===== src/sv/reliable_header_decoder_top_macros.svh =====
// Assertion macros used by the header decoder top level.
`ifndef RELIABLE_HEADER_DECODER_TOP_MACROS_SVH
`define RELIABLE_HEADER_DECODER_TOP_MACROS_SVH

// Same-cycle implication, disabled while reset is asserted.
`define RHD_ASSERT_NOW(label, clk, rstn, ante, cons, msg) \
    label: assert property (@(posedge clk) disable iff (!(rstn)) (ante) |-> (cons)) \
        else $error(msg);

// Next-cycle implication, disabled while reset is asserted.
`define RHD_ASSERT_NEXT(label, clk, rstn, ante, cons, msg) \
    label: assert property (@(posedge clk) disable iff (!(rstn)) (ante) |=> (cons)) \
        else $error(msg);

`endif


===== src/sv/rhd_pkg.sv =====
// Shared types and constants for the reliable header decoder.
`default_nettype none

package rhd_pkg;

    localparam int unsigned MAX_VARINT_BYTES = 10;
    localparam int unsigned VCNT_W           = 4;
    localparam int unsigned LEN_W            = 5;

    localparam logic [7:0] SEQ_FLAG    = 8'h04;
    localparam logic [7:0] ACK_FLAG    = 8'h08;
    localparam logic [7:0] CONT_BIT    = 8'h80;
    localparam logic [6:0] PAYLOAD_MSK = 7'h7F;

    typedef enum logic [1:0] {
        STATUS_OK       = 2'd0,
        STATUS_TRUNC    = 2'd1,
        STATUS_TOO_LONG = 2'd2,
        STATUS_OVERFLOW = 2'd3
    } status_t;

    typedef struct packed {
        status_t            status;
        logic [7:0]         header_flags;
        logic [31:0]        sequence_res;
        logic [31:0]        acknowledge;
        logic [LEN_W-1:0]   header_length;
    } result_t;

endpackage

`default_nettype wire


===== src/sv/rhd_core.sv =====
// Header decode state and next-state logic; one byte per accepted beat.
`default_nettype none

module rhd_core (
    input  wire logic                aclk,
    input  wire logic                aresetn,
    input  wire logic                beat_fire,
    input  wire logic [7:0]          data_byte,
    input  wire logic                header_start,
    input  wire logic                frame_last,
    input  wire logic                compact_mode,
    output logic                     res_valid,
    output rhd_pkg::result_t         res
);

    typedef enum logic [1:0] {
        PH_IDLE,
        PH_FIXED,
        PH_SEQ,
        PH_ACK
    } phase_t;

    phase_t                          phase_reg, phase_next;
    logic [7:0]                      flags_reg, flags_next;
    logic [31:0]                     seq_reg, seq_next;
    logic [31:0]                     ack_reg, ack_next;
    logic [rhd_pkg::VCNT_W-1:0]      vcnt_reg, vcnt_next;
    logic                            ovf_reg, ovf_next;
    logic [rhd_pkg::LEN_W-1:0]       taken_reg, taken_next;
    logic                            cmp_reg, cmp_next;

    logic                            fin;
    rhd_pkg::status_t                fin_status;
    logic [2:0]                      fixed_idx;
    logic [31:0]                     lane_val;
    logic [6:0]                      payload;
    logic [34:0]                     shifted;
    logic [7:0]                      out_flags;

    always_comb begin
        phase_next = phase_reg;
        flags_next = flags_reg;
        seq_next   = seq_reg;
        ack_next   = ack_reg;
        vcnt_next  = vcnt_reg;
        ovf_next   = ovf_reg;
        taken_next = taken_reg;
        cmp_next   = cmp_reg;
        fin        = 1'b0;
        fin_status = rhd_pkg::STATUS_OK;
        fixed_idx  = 3'(taken_reg + 5'd1 - 5'd2);
        lane_val   = 32'(data_byte) << {fixed_idx[1:0], 3'b000};
        payload    = data_byte[6:0] & rhd_pkg::PAYLOAD_MSK;
        shifted    = 35'(payload) << (6'(vcnt_reg[2:0]) * 6'd7);

        if (header_start) begin
            flags_next = data_byte;
            seq_next   = '0;
            ack_next   = '0;
            vcnt_next  = '0;
            ovf_next   = 1'b0;
            taken_next = 5'd1;
            cmp_next   = compact_mode;
            if (!compact_mode) begin
                phase_next = PH_FIXED;
            end else if ((data_byte & rhd_pkg::SEQ_FLAG) != 8'd0) begin
                phase_next = PH_SEQ;
            end else if ((data_byte & rhd_pkg::ACK_FLAG) != 8'd0) begin
                phase_next = PH_ACK;
            end else begin
                fin = 1'b1;   // compact, nothing present
            end
            if (!fin && frame_last) begin
                fin        = 1'b1;
                fin_status = rhd_pkg::STATUS_TRUNC;
            end
        end else if (phase_reg == PH_FIXED) begin
            taken_next = taken_reg + 5'd1;
            if (!fixed_idx[2]) begin
                seq_next = seq_reg | lane_val;
            end else begin
                ack_next = ack_reg | lane_val;
            end
            if (taken_next >= 5'd9) begin
                fin = 1'b1;
            end else if (frame_last) begin
                fin        = 1'b1;
                fin_status = rhd_pkg::STATUS_TRUNC;
            end
        end else if (phase_reg != PH_IDLE) begin
            taken_next = taken_reg + 5'd1;
            if (vcnt_reg < 4'd5) begin
                if (shifted[34:32] != 3'd0) begin
                    ovf_next = 1'b1;
                end
                if (phase_reg == PH_SEQ) begin
                    seq_next = seq_reg | shifted[31:0];
                end else begin
                    ack_next = ack_reg | shifted[31:0];
                end
            end else if (payload != 7'd0) begin
                ovf_next = 1'b1;
            end
            vcnt_next = vcnt_reg + 4'd1;

            if ((data_byte & rhd_pkg::CONT_BIT) != 8'd0) begin
                if (vcnt_next >= rhd_pkg::VCNT_W'(rhd_pkg::MAX_VARINT_BYTES)) begin
                    fin        = 1'b1;
                    fin_status = rhd_pkg::STATUS_TOO_LONG;
                end else if (frame_last) begin
                    fin        = 1'b1;
                    fin_status = rhd_pkg::STATUS_TRUNC;
                end
            end else if (ovf_next) begin
                fin        = 1'b1;
                fin_status = rhd_pkg::STATUS_OVERFLOW;
            end else if (phase_reg == PH_SEQ &&
                         (flags_reg & rhd_pkg::ACK_FLAG) != 8'd0) begin
                phase_next = PH_ACK;
                vcnt_next  = '0;
                ovf_next   = 1'b0;
                if (frame_last) begin
                    fin        = 1'b1;
                    fin_status = rhd_pkg::STATUS_TRUNC;
                end
            end else begin
                fin = 1'b1;
            end
        end

        if (fin) begin
            phase_next = PH_IDLE;
        end
    end

    always_comb begin
        out_flags = flags_next;
        if (cmp_next) begin
            out_flags = flags_next & ~(rhd_pkg::SEQ_FLAG | rhd_pkg::ACK_FLAG);
        end
        res_valid         = beat_fire && fin;
        res.status        = fin_status;
        res.header_flags  = out_flags;
        res.sequence_res  = (fin_status == rhd_pkg::STATUS_OK) ? seq_next : 32'd0;
        res.acknowledge   = (fin_status == rhd_pkg::STATUS_OK) ? ack_next : 32'd0;
        res.header_length = taken_next;
    end

    always_ff @(posedge aclk) begin
        if (!aresetn) begin
            phase_reg <= PH_IDLE;
            flags_reg <= '0;
            seq_reg   <= '0;
            ack_reg   <= '0;
            vcnt_reg  <= '0;
            ovf_reg   <= 1'b0;
            taken_reg <= '0;
            cmp_reg   <= 1'b0;
        end else if (beat_fire) begin
            phase_reg <= phase_next;
            flags_reg <= flags_next;
            seq_reg   <= seq_next;
            ack_reg   <= ack_next;
            vcnt_reg  <= vcnt_next;
            ovf_reg   <= ovf_next;
            taken_reg <= taken_next;
            cmp_reg   <= cmp_next;
        end
    end

endmodule

`default_nettype wire


===== src/sv/rhd_out_reg.sv =====
// Result register with stall handling toward the output stream.
`default_nettype none

module rhd_out_reg (
    input  wire logic                aclk,
    input  wire logic                aresetn,
    input  wire logic                load,
    input  wire rhd_pkg::result_t    res_in,
    input  wire logic                out_ready,
    output logic                     out_valid,
    output rhd_pkg::result_t         res_out,
    output logic                     can_accept
);

    logic              valid_reg;
    rhd_pkg::result_t  res_reg;

    // free slot, or the held beat leaves this cycle
    assign can_accept = !valid_reg || out_ready;
    assign out_valid  = valid_reg;
    assign res_out    = res_reg;

    always_ff @(posedge aclk) begin
        if (!aresetn) begin
            valid_reg <= 1'b0;
        end else if (load) begin
            valid_reg <= 1'b1;
        end else if (out_ready) begin
            valid_reg <= 1'b0;
        end
    end

    always_ff @(posedge aclk) begin
        if (load) begin
            res_reg <= res_in;
        end
    end

endmodule

`default_nettype wire


===== src/sv/reliable_header_decoder_top.sv =====
// Top level of the reliable header decoder: stream ports, decode core, result register.
// A result beat appears on m_* in the cycle after the input beat that ends the header is accepted.
// Throughput: one input beat per cycle while s_tready is high; each byte is decoded by the core's
//   single pass of shift-or and flag logic between its state registers and the result register.
// Input stalls only while a finished result is held and m_tready is low.
// Reset: aresetn synchronous, active low; clears decode state to idle and drops m_tvalid.
`default_nettype none
`include "reliable_header_decoder_top_macros.svh"

module reliable_header_decoder_top (
    input  wire logic         aclk,
    input  wire logic         aresetn,
    // input stream, one header byte per beat
    input  wire logic         s_tvalid,
    output logic              s_tready,
    input  wire logic [7:0]   s_tdata,   // [7:0] data_byte
    input  wire logic         s_tlast,   // frame_last
    input  wire logic [1:0]   s_tuser,   // [0] header_start, [1] compact_mode
    // result stream, one beat per finished header
    output logic              m_tvalid,
    input  wire logic         m_tready,
    output logic [79:0]       m_tdata,   // [7:0] header_flags, [39:8] sequence_res,
                                         // [71:40] acknowledge, [76:72] header_length,
                                         // [79:77] zero
    output logic [1:0]        m_tuser    // [1:0] status
);

    logic              s_fire;
    logic              res_valid;
    rhd_pkg::result_t  res_core;
    rhd_pkg::result_t  res_held;

    assign s_fire = s_tvalid && s_tready;

    // Decode core: state advances only on accepted beats.
    rhd_core u_core (
        .aclk         (aclk),
        .aresetn      (aresetn),
        .beat_fire    (s_fire),
        .data_byte    (s_tdata),
        .header_start (s_tuser[0]),
        .frame_last   (s_tlast),
        .compact_mode (s_tuser[1]),
        .res_valid    (res_valid),
        .res          (res_core)
    );

    // Result register; frees in the same cycle the held beat is taken.
    rhd_out_reg u_out (
        .aclk       (aclk),
        .aresetn    (aresetn),
        .load       (res_valid),
        .res_in     (res_core),
        .out_ready  (m_tready),
        .out_valid  (m_tvalid),
        .res_out    (res_held),
        .can_accept (s_tready)
    );

    assign m_tuser = res_held.status;
    assign m_tdata = {3'b000, res_held.header_length, res_held.acknowledge,
                      res_held.sequence_res, res_held.header_flags};

    // A start byte that is also the frame's last byte always ends its header.
    `RHD_ASSERT_NEXT(a_start_last_result, aclk, aresetn,
        s_fire && s_tuser[0] && s_tlast, m_tvalid,
        "start byte with frame end gave no result")

    // Errors never report decoded numbers.
    `RHD_ASSERT_NOW(a_err_zero_values, aclk, aresetn,
        m_tvalid && (m_tuser != rhd_pkg::STATUS_OK), m_tdata[71:8] == 64'd0,
        "error result carries nonzero sequence or ack")

    // Header length counts at least the flags byte and at most 21 bytes.
    `RHD_ASSERT_NOW(a_len_range, aclk, aresetn,
        m_tvalid, (m_tdata[76:72] != 5'd0) && (m_tdata[76:72] <= 5'd21),
        "header length out of range")

endmodule

`default_nettype wire


===== config.mk =====
export PLATFORM = sky130hd
export DESIGN_NAME = reliable_header_decoder_top
export DESIGN_NICKNAME = d
export VERILOG_FILES = /design/src/sv/rhd_pkg.sv /design/src/sv/rhd_core.sv /design/src/sv/rhd_out_reg.sv /design/src/sv/reliable_header_decoder_top.sv
export VERILOG_INCLUDE_DIRS = /design/src /design/src/sv
export SDC_FILE = /design/constraint.sdc
export NUM_CORES = 1
export LEC_CHECK = 0
export BUFFER_PORTS_ARGS = -buffer_cell sky130_fd_sc_hd__clkbuf_2
export CAP_MARGIN = 20
export CORE_ASPECT_RATIO = 0.8
export CORE_MARGIN = 2
export CORE_UTILIZATION = 54
export CTS_CLUSTER_SIZE = 12
export DETAILED_ROUTE_END_ITERATION = 10
export GPL_ROUTABILITY_DRIVEN = 0
export GPL_TIMING_DRIVEN = 0
export HOLD_SLACK_MARGIN = 0.12
export PLACE_DENSITY_LB_ADDON = 0.12
export SLEW_MARGIN = 40
export SYNTH_ARGS = -nofsm -noshare
export SYNTH_HDL_FRONTEND = slang
export SYNTH_HIERARCHICAL = 1
export SYNTH_SLANG_ARGS = --single-unit

===== constraint.sdc =====
create_clock -name aclk -period 9.7 [get_ports aclk]
set_input_delay 0.485 -clock aclk [delete_from_list [all_inputs] [get_ports aclk]]
set_output_delay 0.485 -clock aclk [all_outputs]
set_load 0.03 [all_outputs]

# Word level (Yosys, flattened, before mapping)
# Index checks and enable logic that the tools add are counted.
[classes]
add_sub_neg = 3
multipliers = 1
n_lt_le_gt_ge = 3
n_eq_ne = 7
shift = 2
n_mux = 70
bitwise = 4
n_reduce_logical = 17
[ops]
columns = ["operator", "n"]
rows = [
  ["2-to-1 mux 32 bit", 12],
  ["bitwise OR 32 bit", 4],
  ["2-to-1 mux 2 bit", 18],
  ["left shift 7 x 6 -> 35 bit", 1],
  ["left shift 8 x 5 -> 32 bit", 1],
  ["2-to-1 mux 1 bit", 30],
  ["2-to-1 mux 4 bit", 6],
  ["2-to-1 mux 5 bit", 3],
  ["nonzero test 3 bit", 3],
  ["2-to-1 mux 8 bit", 1],
  ["AND reduction 7 bit", 1],
  ["nonzero test 7 bit", 1],
  ["multiplier 3 x 3 -> 6 bit (second input constant)", 1],
  ["!= test 3 x 2 -> 1 bit (second input constant)", 2],
  ["nonzero test 2 bit", 3],
  ["adder 5 x 1 -> 5 bit (second input constant)", 1],
  ["greater-or-equal comparator 5 x 4 -> 1 bit (second input constant)", 1],
  ["!= test 5 x 4 -> 1 bit (second input constant)", 1],
  ["adder 4 x 1 -> 4 bit (second input constant)", 1],
  ["greater-or-equal comparator 4 bit (second input constant)", 1],
  ["logical AND 1 bit", 4],
  ["< comparator 4 x 3 -> 1 bit (second input constant)", 1],
  ["!= test 3 x 1 -> 1 bit (second input constant)", 1],
  ["AND reduction 3 bit", 1],
  ["other kinds (7)", 8],
]
[word_totals]
register_bits = 165
output_inout_bits = 84

# Logic depth before layout (Yosys ltp)
# Gate-level depths: netlist (run 1).
[depth]
word_depth = 15
ltp_mapped = 13
mapped_depth_nobuf = 12

# Cells and area by module
# The synthesis (run 1) kept the hierarchy.
[by_module_without_submodules]
columns = ["mod", "n_inst", "cells_per_inst", "area_per_inst_um2", "seq_area_each_um2"]
rows = [
  ["rhd_core", 1, 658, 5799.3, 1701.6],
  ["rhd_out_reg", 1, 83, 2421.1, 2392.3],
  ["reliable_header_decoder_top", 1, 5, 32.5, 0.0],
]

# Worst setup path before layout (run 1)
# Ideal clock, no wire load.
[synth_path]
path_kind = "input to register"
startpoint = "in m_tready"
endpoint = "reg u_out.res_reg, in the netlist u_out/res_out[0], enable pin"
arrival_ns = 5.053
t_required_ns = 9.182
path_slack_ns = 4.129
path_stages = 7
path_buffers = 3
cell_sequence = "nand2b_4 -> and2_1 -> clkbuf_1 -> buf_2 -> clkbuf_1 -> nand2_1 -> nor2_1"
[synth_via]
elab_chain_cells = 3
[synth_rtl]
columns = ["item", "line_no", "text"]
rows = [
  ["start, declared", "reliable_header_decoder_top.sv:21", "input wire logic m_tready,"],
  ["logical OR 1 bit", "rhd_out_reg.sv:19", "assign can_accept = !valid_reg || out_ready;"],
  ["logical AND 1 bit", "reliable_header_decoder_top.sv:33", "assign s_fire = s_tvalid && s_tready;"],
  ["via s_fire", "reliable_header_decoder_top.sv:28", "logic s_fire;"],
  ["logical AND 1 bit", "rhd_core.sv:141", "res_valid = beat_fire && fin;"],
  ["via res_valid", "reliable_header_decoder_top.sv:29", "logic res_valid;"],
  ["end signal, assigned", "rhd_out_reg.sv:35", "res_reg <= res_in;"],
  ["end, declared", "rhd_out_reg.sv:16", "rhd_pkg::result_t res_reg;"],
]
# The timed path passes the listed nets, and every way through them passes these cells.
# A chain may end at the register's enable or synchronous reset.

# Worst setup path in the final report (run 1)
[layout_path]
startpoint = "reg u_core/taken_reg[0] (netlist name)"
endpoint = "reg u_out.res_reg, in the netlist u_out/res_out[53], data pin"
[layout_via]
elab_chain_cells = 7
elab_cells_between_ends = 12
cone_classes = "add/sub (2); order compare (1); shift (1); mux (6); bitwise (1); reduce/logical (1)"
[layout_rtl]
columns = ["item", "line_no", "text"]
rows = [
  ["start, declared", "rhd_core.sv:29", "logic [rhd_pkg::LEN_W-1:0] taken_reg, taken_next;"],
  ["start signal, assigned", "rhd_core.sv:166", "taken_reg <= taken_next;"],
  ["adder 5 x 1 -> 5 bit *", "rhd_core.sv:78", "taken_next = taken_reg + 5'd1;"],
  ["subtractor 3 x 2 -> 3 bit", "rhd_core.sv:51", "fixed_idx = 3'(taken_reg + 5'd1 - 5'd2);"],
  ["left shift 8 x 5 -> 32 bit", "rhd_core.sv:52", "lane_val = 32'(data_byte) << {fixed_idx[1:0], 3'b000};"],
  ["bitwise OR 32 bit", "rhd_core.sv:80", "seq_next = seq_reg | lane_val;"],
  ["2-to-1 mux 32 bit", "rhd_core.sv:79", "if (!fixed_idx[2]) begin"],
  ["2-to-1 mux 32 bit", "rhd_core.sv:77", "end else if (phase_reg == PH_FIXED) begin"],
  ["2-to-1 mux 32 bit", "rhd_core.sv:56", "if (header_start) begin"],
]
# Mark *: on every way between the ends. The rest lies on a longest branch, timed or not.

==> flow_metrics.tcl, run 1 <==
set metrics [dict create \
    finalSetupTns_ns 0 \
    worstPathRequired_ns 9.98 \
    power_uw 1630 \
    synth_edf_count 79 \
    cts_tree "built" \
    ys_warn_count 6 \
    finalSetupViolCount 0 \
    fp.dieW_microns 142 \
    syn_area_per_cell_sq_um 11.1 \
    grt_max_degree 26 \
    place_inst 1032 \
    grt_pass1_vias 6162 \
    drtIter0Drc 578 \
    cts_root_buf "clkbuf_16" \
    first_pass_iters 5 \
    design.core.area_sq_um 15000 \
    fin_nets 883 \
    crit_path_start_kind "register" \
    grt_pass1_wl_microns 33100 \
    layout_common_cells "clkbuf_2 (92), dfxtp_1 (86), edfxtp_1 (79)" \
    viasPerCell 6.07 \
    hold_viol_final 0 \
    max-vdd-ir-drop_mv 0.117 \
    hold_buffers 0 \
    drcViolationCount 0 \
    max-slew-margin-rel_pct 40.8 \
    clk_path_buf_depth 2 \
    ant_nets 0 \
    htree_levels 4 \
    rows 40 \
    worst_pin_slew_ns 0.881 \
    clkLatencyLatePin_ns 0.43 \
    wl_per_cell_microns 20.0 \
    reg2reg_slack_ns 6.42 \
    num-fill-cells 1167 \
    final.setup.worst_slack_ns 6.42 \
    dieHeight_microns 115 \
    cts_setup_buffers 0 \
    end_kind "register" \
    period_share_pct 33.8 \
    status "complete, no violations" \
    cts_made_buffers 17 \
    clk_pin_slew_ns 0.06 \
    slew_violations 0 \
    clock_sinks 165 \
    crit_path_max_fanout 10 \
    yosysSeqAreaShare_pct 49.6 \
    drt-total-wl_microns 21200 \
    drv_cap 0 \
    cts_resized 0 \
    layout_commonest_cell "clkbuf_2" \
    antennaDiodeCount 0 \
    netlist_instances 746 \
    stdcell_count 1064 \
    p_per_area_nw_per_um2 168 \
    dp_slack_ns 6.15 \
    synth_flop_cell "dfxtp_1" \
    start_util_pct 55.2 \
    numPortBuffers 92 \
    largest_reg_flops 79 \
    ios 99 \
    hpwl_microns 14900 \
    syn-cell-area_sq_um 8250 \
    via_count 6463 \
    synth.distinct_cells 55 \
    drive_above_1_share_pct 31.1 \
    async_reset_ff_share_pct 0 \
    dieArea_sq_um 16300 \
    rsz0062_at_grt "false" \
    hold_class "in -> reg" \
    worstPathArrival_ns 3.56 \
    critPathKind "reg -> reg" \
    area_delta_synth_final_pct 17.7 \
    grtUsageTotal_pct 26.7 \
    synth_seq_cells 165 \
    postLayoutCoreUtil_pct 64.9 \
    grt_remaining_overflow 0 \
    fin_worst_skew_ns 0.00640 \
    period_minus_slack_ns 3.28 \
    fmax_ghz 0.305 \
    leakagePower_uw 0.00349 \
    antenna_found_initial 0 \
]
==> synth_stat cells (all sizes together), types with 2 or more instances <==
| master | instances | area (sq um) |
|---|---|---|
| a211oi | 3 | 22.5 |
| a21boi | 4 | 33.8 |
| a21oi | 42 | 267 |
| a221oi | 47 | 418 |
| a31oi | 6 | 37.5 |
| and2 | 3 | 18.8 |
| and2b | 2 | 15.0 |
| buf | 49 | 325 |
| clkbuf | 29 | 109 |
| dfxtp | 86 | 1720 |
| edfxtp | 79 | 2370 |
| ha | 6 | 75.1 |
| inv | 16 | 60.1 |
| mux2 | 6 | 67.6 |
| mux2i | 63 | 631 |
| nand2 | 30 | 113 |
| nand2b | 7 | 51.3 |
| nand3 | 12 | 60.1 |
| nand3b | 2 | 15.0 |
| nor2 | 79 | 327 |
| nor2b | 60 | 375 |
| nor3 | 4 | 20.0 |
| nor4 | 71 | 788 |
| o21ai | 11 | 58.8 |
| o2bb2ai | 2 | 55.1 |
| o32ai | 2 | 17.5 |
| or3 | 4 | 25.0 |
| or4 | 2 | 18.8 |
| xnor2 | 5 | 43.8 |
| xor2 | 2 | 17.5 |
==> per-stage QoR <==
stage | cell area (sq um) | hold slack [ns]
final | 9720 | 0.342
after global routing | 9720 | 0.345
after CTS | 9670 | 0.328
after detailed placement | 9040 | 0.458
after global placement | 8960 | 0.451
after floorplan | 8260 | 0.444
==> cell families after synthesis <==
family / share of synthesized area, %
xor gates and xnor gates: 0.743
other: 0.0454
AOI/OAI and AO/OA: 11.7
and+or+nand+nor: 22.5
buffers and inverters: 5.99
adders and majority gates: 0.910
muxes: 8.46
DFF: 49.6
==> worst max-delay path: stages, from the launching register on <==
cell and delay, ns:
dfxtp_1 0.34, buf_2 0.31, inv_1 0.08, ha_1 0.35, inv_1 0.06, ha_1 0.49, inv_1 0.26, nor3_2 0.60
a21oi_1 0.14, a21oi_1 0.23, nand2_1 0.12, nor2_1 0.14
==> final timing paths <==
kind,from,end,cells after the start
max,u_core/taken_reg[0]$_SDFFE_PN0P_,u_out/res_out[53]$_DFFE_PP_,11
min,m_tready,u_out/out_valid$_SDFFE_PN0P_,3
max reg2reg,u_core/taken_reg[0]$_SDFFE_PN0P_,u_out/res_out[53]$_DFFE_PP_,11
min reg2reg,u_core/ack_reg[1]$_SDFFE_PN0P_,u_core/ack_reg[1]$_SDFFE_PN0P_,2
==> layout make-up <==
class	instances	area, sq um	area share (%)
Multi-Input combinational cell	489	3760	38.7
Timing Repair Buffer	95	505	5.20
Inverter	16	60.1	0.618
Sequential cell	165	4090	42.1
Clock inverter	13	166	1.71
Buffer	78	434	4.47
Clock buffer	19	464	4.78
Tap cell	189	236	2.43
==> where the power goes <==
part           internal, uW  total, uW  switching, uW
combinational          47.3        166            119
sequential              746        752           5.56
clock                   430        713            283
==> layer usage <==
metal	routed length, microns	vias to the layer above	global-route usage [%]
li1	-	2981	-
met1	9230	3151	35.8
met2	9830	284	41.2
met3	1560	47	6.65
met4	614	0	11.7
met5	0	-	0
(Power assumes the default switching activity.)
==> run 2: changes to the inputs <==
--- a/config.mk
+++ b/config.mk
@@ -10,7 +10,7 @@
 export CAP_MARGIN = 20
 export CORE_ASPECT_RATIO = 0.8
 export CORE_MARGIN = 2
-export CORE_UTILIZATION = 54
+export CORE_UTILIZATION = 53
 export CTS_CLUSTER_SIZE = 12
 export DETAILED_ROUTE_END_ITERATION = 10
 export GPL_ROUTABILITY_DRIVEN = 0
==> constraint.sdc (replaced) <==
create_clock -name aclk -period 2.99 [get_ports aclk]
set_input_delay 0.1495 -clock aclk [delete_from_list [all_inputs] [get_ports aclk]]
set_output_delay 0.1495 -clock aclk [all_outputs]
set_load 0.03 [all_outputs]
==> flow_metrics.tcl, run 2 (same netlist as run 1, synthesis figures left out) <==
set metrics [dict create \
    status "complete, no violations" \
    slowest_delay_ns 0.49 \
    rsz0062_at_grt "false" \
    ant_nets 0 \
    finalSetupViolCount 0 \
    crit_path_start_kind "register" \
    sw_frac_of_total_pct 26.1 \
    dieHeight_microns 116 \
    first_pass_iters 6 \
    antennaDiodeCount 0 \
    intPower_uw 3760 \
    fp.dieW_microns 144 \
    numPortBuffers 92 \
    period_minus_slack_ns 2.88 \
    viasPerCell 5.92 \
    via_count 6439 \
    worst_pin_slew_ns 0.905 \
    hold_viol_final 0 \
    grt_pass1_wl_microns 33100 \
    start_util_pct 54.6 \
    wl_per_cell_microns 19.6 \
    clk_path_buf_depth 2 \
    crit_path_max_fanout 10 \
    clkLatencyLatePin_ns 0.43 \
    cts_root_buf "clkbuf_16" \
    clock_sinks 165 \
    grt_remaining_overflow 0 \
    period_share_pct 96.3 \
    cts_tree "built" \
    hpwl_microns 14800 \
    design.core.area_sq_um 15100 \
    combPwrFrac_pct 10.9 \
    drtIter0Drc 557 \
    clk_pin_slew_ns 0.06 \
    layout_commonest_cell "clkbuf_2" \
    path_cells "buf_6, inv_2, ha_4, inv_1, ha_2, clkinvlp_4, nor4_4, buf_4, a221oi_1, nor2_1, mux2i_1, nor2b_1" \
    grt_pass1_vias 6157 \
    largest_reg_flops 79 \
    p_clk_share_pct 41.1 \
    htree_levels 4 \
    worstPathRequired_ns 3.35 \
    power.switching_uw 1330 \
    design_area_sq_um 9790 \
    stdcell_count 1088 \
    placed_cell_area_sq_um 9120 \
    fin_worst_skew_ns 0.00963 \
    layout_common_cells "clkbuf_2 (94), dfxtp_1 (82), edfxtp_1 (79)" \
    fin_nets 886 \
    leakagePower_uw 0.00349 \
    cts_made_buffers 17 \
    fmax_ghz 0.347 \
    antenna_found_initial 0 \
    slowest_stage "ha_2" \
    max-vdd-ir-drop_mv 0.383 \
    fin_hold_ws_ns 0.145 \
    drv_cap 0 \
    slew_violations 0 \
    drive_above_1_share_pct 32.7 \
    end_kind "register" \
    drcViolationCount 0 \
    min_path_cells 3 \
    critPathKind "reg -> reg" \
    area_delta_synth_final_pct 18.6 \
    rows 40 \
    place_inst 1053 \
    worstPathArrival_ns 3.24 \
    dieArea_sq_um 16600 \
    power_uw 5090 \
    hold_class "in -> reg" \
    ff2ff_path_depth 12 \
    ios 99 \
    grtUsageTotal_pct 26.3 \
    drt-total-wl_microns 21300 \
    grt_max_degree 26 \
    seqPwrFrac_pct 48.0 \
    max-slew-margin-rel_pct 39.1 \
    p_per_area_nw_per_um2 519 \
]
## run 2: cell types whose count changed in the layout (fill, tap and decap cells not counted), sizes merged
cell | previous run | this run
clkinvlp | 2 | 5
bufinv | 3 | 1
inv | 20 | 18
buf | 52 | 53
clkbuf | 140 | 141
clkinv | 4 | 5
dlygate4sd3 | 0 | 1
## run 2: timing repair
| action | 4_1_cts | 5_1_grt |
|---|---|---|
| endpoints found under the setup margin | 13 | 66 |
| pin swaps | 0 | 2 |
| endpoints found under the hold margin | 1 | 0 |
| gates resized for setup | 2 | 5 |
| buffers inserted | 0 | 2 |
| hold buffers | 1 | 0 |
## run 2: power groups by stage
stage          clock [uW]  sequential, uW  combinational, uW
2_1_floorplan           0            2580                283
3_3_place_gp            0            2490                514
3_5_place_dp            0            2490                536
4_1_cts              2120            2440                543
5_1_grt              2220            2440                586
6_report             2090            2440                555
## run 2: worst paths after layout
path | start | endpoint | slack, ns
setup / recovery | u_core/taken_reg[0]$_SDFFE_PN0P_ | u_core/seq_reg[30]$_SDFFE_PN0P_ | 0.11
hold reg to reg | u_core/ack_reg[1]$_SDFFE_PN0P_ | u_core/ack_reg[1]$_SDFFE_PN0P_ | 0.47
setup reg to reg | u_core/taken_reg[0]$_SDFFE_PN0P_ | u_core/seq_reg[30]$_SDFFE_PN0P_ | 0.11
hold / removal | s_tuser[1] | u_core/cmp_reg$_SDFFE_PN0P_ | 0.14
## run 2: final cells by class
class,count,area [sq um]
Tap cell,210,263
Clock inverter,13,124
Fill cell,1220,5320
Buffer,78,455
Timing Repair Buffer,98,543
Sequential cell,165,4100
Inverter,16,63.8
Clock buffer,19,443
Multi-Input combinational cell,489,3800
## run 2: worst max-delay path: cells and delay by family (launching register included)
kind,cells,cell delay (ns)
simple gates,3,0.67
compound gates,1,0.14
fa+ha+maj,2,0.77
flops,1,0.34
buf+inv,5,0.79
mux,1,0.10
## run 2: routing by layer
metal  vias to the layer above  global-route usage [%]  wire length, microns
li1                       2985                       -                     -
met2                       293                    41.7                 10000
met5                         -                       0                     0
met1                      3137                    36.1                  9420
met4                         0                    8.17                   296
met3                        24                    6.28                  1550
## run 2: through the flow
step	TNS [ns]	worst slack, ns	util [%]
detailed placement	-0.353	-0.108	60.4
global placement	-41.49	-0.498	59.8
CTS	0	0.0799	64.3
floorplan	0	0.0133	-
global route	0	0.000303	64.8
finish	0	0.111	64.8
